**config.mk**
```make
export PLATFORM = sky130hd
export DESIGN_NAME = websocket_frame_deframer_unmask_top
export DESIGN_NICKNAME = d
export VERILOG_FILES = /design/src/hw/rtl/wsd_pkg.sv /design/src/hw/rtl/wsd_in_stage.sv /design/src/hw/rtl/wsd_parser.sv /design/src/hw/rtl/wsd_out_stage.sv /design/src/hw/rtl/websocket_frame_deframer_unmask_top.sv
export SDC_FILE = /design/constraint.sdc
export NUM_CORES = 1
export LEC_CHECK = 0
export BUFFER_PORTS_ARGS = -buffer_cell sky130_fd_sc_hd__buf_2
export CORE_ASPECT_RATIO = 1.2
export CORE_MARGIN = 1
export CORE_UTILIZATION = 41
export CTS_BUF_LIST = sky130_fd_sc_hd__clkbuf_8
export CTS_CLUSTER_DIAMETER = 150
export DETAILED_ROUTE_END_ITERATION = 7
export GPL_TIMING_DRIVEN = 0
export HOLD_SLACK_MARGIN = 0.06
export PLACE_DENSITY = 0.68
export SLEW_MARGIN = 15
export SYNTH_ARGS = -nofsm -noshare
export SYNTH_HDL_FRONTEND = slang
export SYNTH_HIERARCHICAL = 1
export SYNTH_SLANG_ARGS = --single-unit
```
**constraint.sdc**
```tcl
create_clock -name clk -period 2.5 [get_ports clk]
set_input_delay 0.125 -clock clk [delete_from_list [all_inputs] [get_ports clk]]
set_output_delay 0.125 -clock clk [all_outputs]
set_load 0.01 [all_outputs]
```
**src/hw/rtl/wsd_pkg.sv**
```systemverilog
// Shared types and constants for the WebSocket frame deframer and unmasker.
// Used by every module of the block; depends on nothing.
package wsd_pkg;

  // Width of the declared payload length that the parser keeps.
  localparam int LengthBits = 32;
  localparam int EffBits    = (LengthBits < 32) ? LengthBits : 32;

  // Saturated length used when the declared length does not fit.
  localparam logic [31:0] SatLen = 32'hFFFF_FFFF >> (32 - EffBits);

  // Reset value of the length limit register.
  localparam logic [31:0] LimitReset = 32'd2048;

  // Header field constants.
  localparam logic [6:0] LenCode16  = 7'd126;
  localparam logic [6:0] LenCode64  = 7'd127;
  localparam logic [3:0] OpClose    = 4'd8;
  localparam logic [2:0] Ext16Bytes = 3'd2;
  localparam logic [2:0] KeyBytes   = 3'd4;

  // Parser phase, one-hot.
  typedef enum logic [5:0] {
    PH_HDR0  = 6'b000001,
    PH_HDR1  = 6'b000010,
    PH_EXT16 = 6'b000100,
    PH_EXT64 = 6'b001000,
    PH_MASK  = 6'b010000,
    PH_DATA  = 6'b100000
  } phase_t;

  // One result item as it travels from the parser to the output register.
  typedef struct packed {
    logic [7:0] data_byte;
    logic       is_last;
    logic       empty_frame;
    logic [3:0] frame_opcode;
    logic       fin_bit;
    logic       close_frame;
    logic       oversize;
  } result_t;

  // Handshake between the stages: a byte is present, and the byte that is held.
  typedef struct packed {
    logic       byte_valid;
    logic [7:0] byte_data;
  } in_stage_t;

endpackage

```
**src/hw/rtl/wsd_in_stage.sv**
```systemverilog
// Input register of the deframer: holds one received byte until the parser takes it.
// Depends on wsd_pkg for the stage struct.
module wsd_in_stage (
  input  logic               clk,
  input  logic               rst,
  input  logic               in_valid,
  output logic               in_stall,
  input  logic [7:0]         rx_byte,
  input  logic               take,
  output wsd_pkg::in_stage_t stage
);

  logic       vld;
  logic [7:0] byte_q;

  // Stall upstream only while a held byte cannot move on.
  assign in_stall = vld && !take;

  // Load a new transfer whenever the register is free or being emptied.
  always_ff @(posedge clk) begin
    if (rst) begin
      vld <= 1'b0;
    end else if (!in_stall) begin
      vld <= in_valid;
    end
  end

  always_ff @(posedge clk) begin
    if (!in_stall && in_valid) begin
      byte_q <= rx_byte;
    end
  end

  assign stage.byte_valid = vld;
  assign stage.byte_data  = byte_q;

endmodule

```
**src/hw/rtl/wsd_parser.sv**
```systemverilog
// Frame parser: header state machine, length and key capture, unmasking XOR.
// Depends on wsd_pkg for the phase type, result struct and constants.
module wsd_parser (
  input  logic               clk,
  input  logic               rst,
  input  logic               cfg_valid,
  input  logic [31:0]        length_limit,
  input  wsd_pkg::in_stage_t stage,
  input  logic               step,
  output logic               emit,
  output wsd_pkg::result_t   res
);

  wsd_pkg::phase_t phase, phase_next;
  logic [2:0]  hc, hc_next;
  logic [3:0]  opcode_reg, opcode_next;
  logic        fin_reg, fin_next;
  logic [31:0] acc, acc_next;
  logic        ovf, ovf_next;
  logic [31:0] key, key_next;
  logic [31:0] remaining, remaining_next;
  logic [1:0]  idx, idx_next;
  logic [31:0] limit;

  logic [7:0]  b;
  logic [31:0] fin_acc_in;
  logic        fin_ovf_in;
  logic        fin_ovf;
  logic [31:0] fin_acc;
  logic [7:0]  key_byte;
  logic        is_last;
  logic        oversize;

  assign b = stage.byte_data;

  // Length limit register; the user must write it only while the block is idle (not enforced).
  always_ff @(posedge clk) begin
    if (rst) begin
      limit <= wsd_pkg::LimitReset;
    end else if (cfg_valid) begin
      limit <= length_limit;
    end
  end

  // Close of the length field: range check and saturation.
  always_comb begin
    fin_ovf = fin_ovf_in;
    if (wsd_pkg::EffBits < 32 && (fin_acc_in >> wsd_pkg::EffBits) != 32'd0) begin
      fin_ovf = 1'b1;
    end
    fin_acc = fin_ovf ? wsd_pkg::SatLen : fin_acc_in;
  end

  // Key byte for the current payload position, first key byte in the top bits.
  always_comb begin
    unique case (idx)
      2'd0:    key_byte = key[31:24];
      2'd1:    key_byte = key[23:16];
      2'd2:    key_byte = key[15:8];
      default: key_byte = key[7:0];
    endcase
  end

  assign is_last  = (remaining == 32'd1);
  assign oversize = ovf || (acc > limit);

  // Next-state and result logic for one byte.
  always_comb begin
    phase_next     = phase;
    hc_next        = hc;
    opcode_next    = opcode_reg;
    fin_next       = fin_reg;
    acc_next       = acc;
    ovf_next       = ovf;
    key_next       = key;
    remaining_next = remaining;
    idx_next       = idx;
    fin_acc_in     = {25'd0, b[6:0]};
    fin_ovf_in     = 1'b0;
    emit           = 1'b0;
    res.data_byte    = 8'd0;
    res.is_last      = 1'b0;
    res.empty_frame  = 1'b0;
    res.frame_opcode = opcode_reg;
    res.fin_bit      = fin_reg;
    res.close_frame  = (opcode_reg == wsd_pkg::OpClose);
    res.oversize     = oversize;

    unique case (phase)
      wsd_pkg::PH_HDR1: begin
        acc_next = 32'd0;
        ovf_next = 1'b0;
        hc_next  = 3'd0;
        if (b[6:0] == wsd_pkg::LenCode16) begin
          phase_next = wsd_pkg::PH_EXT16;
        end else if (b[6:0] == wsd_pkg::LenCode64) begin
          phase_next = wsd_pkg::PH_EXT64;
        end else begin
          fin_acc_in     = {25'd0, b[6:0]};
          fin_ovf_in     = 1'b0;
          acc_next       = fin_acc;
          ovf_next       = fin_ovf;
          remaining_next = fin_acc;
          key_next       = 32'd0;
          phase_next     = wsd_pkg::PH_MASK;
        end
      end
      wsd_pkg::PH_EXT16, wsd_pkg::PH_EXT64: begin
        fin_acc_in = {acc[23:0], b};
        fin_ovf_in = ovf || (acc[31:24] != 8'd0);
        acc_next   = fin_acc_in;
        ovf_next   = fin_ovf_in;
        hc_next    = hc + 3'd1;
        if ((phase == wsd_pkg::PH_EXT16 && hc_next == wsd_pkg::Ext16Bytes) ||
            (phase == wsd_pkg::PH_EXT64 && hc_next == 3'd0)) begin
          acc_next       = fin_acc;
          ovf_next       = fin_ovf;
          remaining_next = fin_acc;
          hc_next        = 3'd0;
          key_next       = 32'd0;
          phase_next     = wsd_pkg::PH_MASK;
        end
      end
      wsd_pkg::PH_MASK: begin
        key_next = {key[23:0], b};
        hc_next  = hc + 3'd1;
        if (hc_next == wsd_pkg::KeyBytes) begin
          hc_next  = 3'd0;
          idx_next = 2'd0;
          if (remaining == 32'd0) begin
            // A frame with no payload yields one empty result.
            phase_next      = wsd_pkg::PH_HDR0;
            emit            = 1'b1;
            res.is_last     = 1'b1;
            res.empty_frame = 1'b1;
          end else begin
            phase_next = wsd_pkg::PH_DATA;
          end
        end
      end
      wsd_pkg::PH_DATA: begin
        emit           = 1'b1;
        res.data_byte  = b ^ key_byte;
        res.is_last    = is_last;
        idx_next       = idx + 2'd1;
        remaining_next = remaining - 32'd1;
        if (is_last) begin
          phase_next = wsd_pkg::PH_HDR0;
        end
      end
      default: begin
        // First header byte; unused codes land here as well.
        fin_next    = b[7];
        opcode_next = b[3:0];
        hc_next     = 3'd0;
        phase_next  = wsd_pkg::PH_HDR1;
      end
    endcase

    if (!step) begin
      emit = 1'b0;
    end
  end

  // Parser state registers advance once per byte taken.
  always_ff @(posedge clk) begin
    if (rst) begin
      phase      <= wsd_pkg::PH_HDR0;
      hc         <= 3'd0;
      opcode_reg <= 4'd0;
      fin_reg    <= 1'b0;
      acc        <= 32'd0;
      ovf        <= 1'b0;
      key        <= 32'd0;
      remaining  <= 32'd0;
      idx        <= 2'd0;
    end else if (step) begin
      phase      <= phase_next;
      hc         <= hc_next;
      opcode_reg <= opcode_next;
      fin_reg    <= fin_next;
      acc        <= acc_next;
      ovf        <= ovf_next;
      key        <= key_next;
      remaining  <= remaining_next;
      idx        <= idx_next;
    end
  end

endmodule

```
**src/hw/rtl/wsd_out_stage.sv**
```systemverilog
// Output register of the deframer: holds one result until downstream takes it.
// Depends on wsd_pkg for the result struct.
module wsd_out_stage (
  input  logic             clk,
  input  logic             rst,
  input  logic             emit,
  input  wsd_pkg::result_t res,
  input  logic             out_stall,
  output logic             out_valid,
  output logic             can_load,
  output wsd_pkg::result_t held
);

  // The register accepts a new result when empty or being drained this cycle.
  assign can_load = !out_valid || !out_stall;

  always_ff @(posedge clk) begin
    if (rst) begin
      out_valid <= 1'b0;
    end else if (can_load) begin
      out_valid <= emit;
    end
  end

  always_ff @(posedge clk) begin
    if (can_load && emit) begin
      held <= res;
    end
  end

endmodule

```
**src/hw/rtl/websocket_frame_deframer_unmask_top.sv**
```systemverilog
// Top level of the WebSocket frame deframer and unmasker.
// Depends on wsd_pkg, wsd_in_stage, wsd_parser and wsd_out_stage.
//
//   Channel  Direction  Handshake            Payload
//   in       input      in_valid/in_stall    rx_byte
//   out      output     out_valid/out_stall  data_byte .. oversize
//   cfg      input      cfg_valid/cfg_ready  length_limit
//
// One byte per cycle while the output does not stall: a byte sits in the input register,
// the parser updates its state and forms a result combinationally, and the result lands
// in the output register. Reset is synchronous on rst and returns the parser to the first
// header byte. A stalled output holds its result and backs up into the input register.
module websocket_frame_deframer_unmask_top (
  input  logic        clk,
  input  logic        rst,
  input  logic        in_valid,
  output logic        in_stall,
  input  logic [7:0]  rx_byte,
  output logic        out_valid,
  input  logic        out_stall,
  output logic [7:0]  data_byte,
  output logic        is_last,
  output logic        empty_frame,
  output logic [3:0]  frame_opcode,
  output logic        fin_bit,
  output logic        close_frame,
  output logic        oversize,
  input  logic        cfg_valid,
  output logic        cfg_ready,
  input  logic [31:0] length_limit
);

  wsd_pkg::in_stage_t stage;
  wsd_pkg::result_t   res;
  wsd_pkg::result_t   held;
  logic               can_load;
  logic               step;
  logic               emit;

  assign cfg_ready = 1'b1;
  assign step      = stage.byte_valid && can_load;

  wsd_in_stage u_in (
    .clk      (clk),
    .rst      (rst),
    .in_valid (in_valid),
    .in_stall (in_stall),
    .rx_byte  (rx_byte),
    .take     (can_load),
    .stage    (stage)
  );

  wsd_parser u_parser (
    .clk          (clk),
    .rst          (rst),
    .cfg_valid    (cfg_valid),
    .length_limit (length_limit),
    .stage        (stage),
    .step         (step),
    .emit         (emit),
    .res          (res)
  );

  wsd_out_stage u_out (
    .clk       (clk),
    .rst       (rst),
    .emit      (emit),
    .res       (res),
    .out_stall (out_stall),
    .out_valid (out_valid),
    .can_load  (can_load),
    .held      (held)
  );

  // Result fields to their ports.
  assign data_byte    = held.data_byte;
  assign is_last      = held.is_last;
  assign empty_frame  = held.empty_frame;
  assign frame_opcode = held.frame_opcode;
  assign fin_bit      = held.fin_bit;
  assign close_frame  = held.close_frame;
  assign oversize     = held.oversize;

endmodule

```
# Word level (Yosys, flattened, before mapping)
# Index checks and enable logic that the tools add are counted.
# op_classes
n_bitwise	3
n_reduce_logical	32
muxes	39
magnitude_cmp	1
n_eq_ne	18
n_addsub	3
# op_table
cell	n
$mux 32	11
$pmux 32 s3	2
$pmux 32 s2	1
$eq 32x1->1 const B	1
$gt 32x32->1	1
$logic_not 32->1	1
$sub 32x1->32 const B	1
$mux 6	5
$pmux 6 s4	1
$pmux 8 s3	1
$eq 7x7->1 const B	2
$reduce_and 5->1	2
$pmux 3 s3	1
$reduce_and 2->1	4
$reduce_bool 8->1	1
$xor 8x8->8	1
$mux 1	7
$eq 6x2->1 const B	1
$eq 6x3->1 const B	1
$eq 6x4->1 const B	1
$eq 6x5->1 const B	1
$eq 6x6->1 const B	1
$logic_and 1x1->1	6
$mux 2	3
other kinds (24)	39
# totals
elab_cells	116
inputBits	45
output_inout_bits	20
reg_bits	172

# Logic depth before layout (Yosys ltp)
# logic_depth
word_depth	7
mapped_depth	10
ltp_nobuf	8

# By module
# Netlist, hierarchy kept.
# by_module_without_submodules
module	area_per_inst_um2	cells_per_inst	seq_area_each_um2	n_inst
wsd_parser	7619.8	964	2902.8	1
wsd_out_stage	549.3	22	530.5	1
wsd_in_stage	297.8	13	260.2	1
websocket_frame_deframer_unmask_top	17.5	3	0.0	1

# Worst setup path after synthesis
# No wires, ideal clock.
# synth_path
path_kind	flip-flop to flip-flop
start	reg u_parser.phase[1]
end	reg u_out/held[0] (netlist name)
synth_period_minus_slack_ns	2.593
stages_incl_launch_ff	7
t_arrival_ns	2.218
path_slack_ns	-0.093
n_path_buf	2
required_time_ns	2.125
setup_time_ns	0.375
cell_sequence	dfxtp_1 -> buf_2 -> or4_1 -> nor3b_2 -> clkbuf_1 -> o21a_1 -> and2_1
# synth_via
elab_chain_len	4
elab_cells_between_ends	5
classes_between	eq/ne (2); mux (2); reduce/logical (1)
# synth_rtl
element	line	rtl
start, declared	wsd_parser.sv:14	wsd_pkg::phase_t phase, phase_next;
start signal, assigned	wsd_parser.sv:168	phase <= wsd_pkg::PH_HDR0;
start signal, assigned	wsd_parser.sv:178	phase <= phase_next;
$eq 6x6->1 or $eq 6x5->1 (tied branches)	wsd_parser.sv:89	unique case (phase)
$pmux 1 s2 (*)	wsd_parser.sv:89	
$mux 1 (*)	wsd_parser.sv:160	if (!step) begin
named net emit	websocket_frame_deframer_unmask_top.sv:38	logic emit;
$logic_and 1x1->1 (*)	wsd_out_stage.sv:26	if (can_load && emit) begin
# The timed path passes the listed nets; every way through them passes the cells marked *.
# A chain may end at the register's enable or synchronous reset.

# Worst setup path in the final report
# layout_path
start	reg u_parser.remaining[4]
end	reg u_out/held[0] (netlist name)
# layout_via
elab_chain_len	6
# layout_rtl
element	line	rtl
start, declared	wsd_parser.sv:21	logic [31:0] remaining, remaining_next;
start signal, assigned	wsd_parser.sv:185	remaining <= remaining_next;
$logic_not 32->1	wsd_parser.sv:130	if (remaining == 32'd0) begin
$mux 1	wsd_parser.sv:130	
$mux 1	wsd_parser.sv:127	if (hc_next == wsd_pkg::KeyBytes) begin
$pmux 1 s2	wsd_parser.sv:89	
$mux 1	wsd_parser.sv:160	
named net emit	websocket_frame_deframer_unmask_top.sv:38	
$logic_and 1x1->1	wsd_out_stage.sv:26	
# The timed path passes the listed nets, and every way through them passes these cells.

==> results.md <==
- Cell Int Power: 0.00399 W
- Mapped Area: 8480 µm²
- Max Root-Sink Buffers: 2
- First-pass GRT wire length: 40200 µm
- Comb power frac: 0.092
- Floorplan die height: 160 µm
- Detailed-route DRC error count: 5
- CTS buffer count: 17
- Area Growth Syn to Fin: 21.6%
- Hold Path Stages: 3
- Sw Pwr: 0.00141 W
- Layout Nets: 1227
- Syn nets: 1091
- Vias in the first global route: 7693
- Routed wire per std cell: 18.2 µm
- Die width: 133 µm
- Initial Util: 0.419
- FP Rows: 57
- Top-area cell type share of the netlist area: 0.347
- Count of pins over their slew limit: 0
- Most common flop cell mapped by yosys: dfxtp_1
- Min-delay src: cfg_valid
- Routability cong.: 0.889
- Layout cells sized above 1: 0.154
- Initial antenna violation count: 0
- Area of the core: 20300 µm²
- Clock latency on the worst-skew pair: 0.48 ns
- Mapped Cells: 1002
- DRT Wirelength: 25700 µm
- Ys async rst share: 0
- Worst r2r path cells: 7
- Crit-path max FO: 8
- Worst flop-to-flop path startpoint: u_parser/remaining[4]
- Worst Setup Path Type: flop to flop
- Post-route cell area: 10300 µm²
- Input/output buffers: 62
- Final Setup Violations: 0
- Post-synth EDFFs: 25
- Critical path endpoint category: flop
- Leak: 4.09 nW
- Vias per cell: 5.75
- Synth warn: 6
- Mean area per synthesized cell: 8.47 µm²
- Die footprint: 21300 µm²
- WP data required: 2.68 ns
- Fin crit share: 0.998
- Worst-path clk slew: 0.09 ns
- Post-DP HPWL: 17600 µm
- Synth top area cells: dfxtp_1, edfxtp_1, a21oi_1
- Sequential fraction of the synthesis area: 0.435
- Worst Path Arrival: 2.68 ns
- Failing checks: design-rule violations
- Yosys top cell by area: dfxtp_1
- Clock network power share: 0.367
- Clk root buf: clkbuf_8
- Final hold slack: 0.142 ns
- Worst-Margin Slew: 0.837 ns
- Post-DP Area: 9130 µm²
- CTS tree: yes
- GRT Total Usage: 0.243
- Switch share: 0.261
- Hold endpoint: u_parser/limit[25]
- Final Hold Viols: 0
- Overall power: 0.00540 W
- First drt pass iteration count: 8
- Post-DRT Antenna Nets: 0
- R2R setup slack: 0.006 ns
- Power Dens Cells: 523 nW/µm²
- FF-to-FF End: u_out/held[0]
- Largest net degree at the start of global routing: 17
- Peak VDD IR: 381 µV
- Seq cells post-synth: 172
- Slew HR: 0.441
- Io pins: 65
- Via count: 8136
- Antenna cells: 0
- Max-cap violations: 0
- Total grt overflow: 0
- Fmax: 401 MHz
- Worst Hold Class: input pin to flop
- Iter 0 DRT Violations: 910
- Max H-tree Level: 4
- Status: complete, but fails checks
- Post-synth cell types: 66
- Seq pwr share: 0.540
- Startpoint types: flop
- Clock sinks: 172
- Final Skew: 0.0127 ns
- Fin crit period: 2.49 ns
==> worst max-delay path, stage by stage (launching register included) <==
cell,delay [ns]
dfxtp_1,0.39
nor4_2,0.45
nand4_1,0.15
buf_4,0.18
nor4_4,0.31
and3_1,0.26
o21a_1,0.21
and2_4,0.26
==> how the worst max path moves through the flow <==
stage                                 from          endpoint  slack (ns)  depth (start not counted)
floorplan                u_parser/phase[1]     u_out/held[0]         0.1                          6
global placement    u_parser/remaining[12]    u_out/held[12]       -0.59                          6
detailed placement  u_parser/remaining[25]    u_out/held[15]       -0.58                          6
CTS                      u_parser/phase[4]  u_parser/acc[12]       0.004                          8
global route         u_parser/remaining[4]    u_out/held[10]       -0.09                          7
finish               u_parser/remaining[4]     u_out/held[0]       0.006                          7
==> cell families after synthesis <==
family | share of synthesized area
AOI/OAI and AO/OA | 0.189
xor gates and xnor gates | 0.0103
adders and majority gates | 0.0649
buffers and inverters | 0.0563
DFF | 0.435
muxes | 0.0437
other | 0.000442
and+or+nand+nor | 0.200
==> what timing repair did <==
| action | CTS | global route |
|---|---|---|
| setup buffers | 5 | 9 |
| hold endpoints to repair | 42 | 0 |
| resized for setup | 36 | 47 |
| endpoints found under the setup margin | 113 | 123 |
| cloned | 1 | 0 |
| hold buffers | 44 | 0 |
| pin swaps | 2 | 12 |
==> stage by stage <==
stage	setup TNS, ns	util	std cells	setup WS (ns)
4_1_cts	0	0.501	1409	0.00443
2_1_floorplan	0	-	1002	0.0984
6_report	0	0.509	1416	0.00561
3_5_place_dp	-29.10	0.451	1329	-0.583
5_1_grt	-1.40	0.509	1416	-0.0919
3_3_place_gp	-25.32	0.451	1329	-0.590
==> cell type report <==
cell class              count  area, µm²
multi-input cells         711       4520
repair buffers            120        856
clock inverters            11        105
inverters                  49        184
fillers                  1971       9940
plain buffers              67        335
clock buffers              21        289
well taps                 265        332
flip-flops and latches    172       3700
==> cell usage in the layout, fill, tap and decap left out, drive strengths merged, types with 6 or more instances in the layout <==
| cell type | count |
|---|---|
| a221oi | 6 |
| inv | 55 |
| mux2i | 37 |
| a32o | 10 |
| nor2 | 80 |
| a32oi | 9 |
| dfxtp | 147 |
| buf | 91 |
| nand2 | 126 |
| clkbuf | 73 |
| ha | 44 |
| a222oi | 8 |
| or3 | 8 |
| and2 | 8 |
| a211oi | 6 |
| or4 | 9 |
| nor4 | 19 |
| o21ai | 71 |
| a21oi | 112 |
| xnor2 | 8 |
| edfxtp | 25 |
| a21o | 6 |
| dlygate4sd3 | 44 |
| nor3 | 22 |
| nand3 | 48 |
| nand4 | 13 |
==> power groups by stage <==
| stage | Combinational, W | Sequential (W) | Clock [W] |
|---|---|---|---|
| finish | 0.000498 | 0.00292 | 0.00198 |
| global route | 0.000547 | 0.00292 | 0.00214 |
| CTS | 0.000462 | 0.00291 | 0.00202 |
| detailed placement | 0.000396 | 0.00298 | 0 |
| global placement | 0.000389 | 0.00298 | 0 |
| floorplan | 0.000277 | 0.00295 | 0 |
==> per-layer routing <==
layer	wire length, µm	GRT usage	vias to the layer above
met5	0	0	-
met4	969	0.113	0
met3	1890	0.0506	78
met2	12100	0.393	361
met1	10800	0.309	3819
li1	-	-	3878
==> cells in the mapped netlist, drive strengths merged (10+ instances only) <==
cell    number
ha          44
nand3       48
edfxtp      25
nand2      126
inv         49
nand4       13
mux2i       37
nor3        22
o21ai       71
nor4        19
clkbuf      54
buf         17
a21oi      112
a32o        10
nor2        80
dfxtp      147
Note: power is estimated with default switching activity, not from simulation.
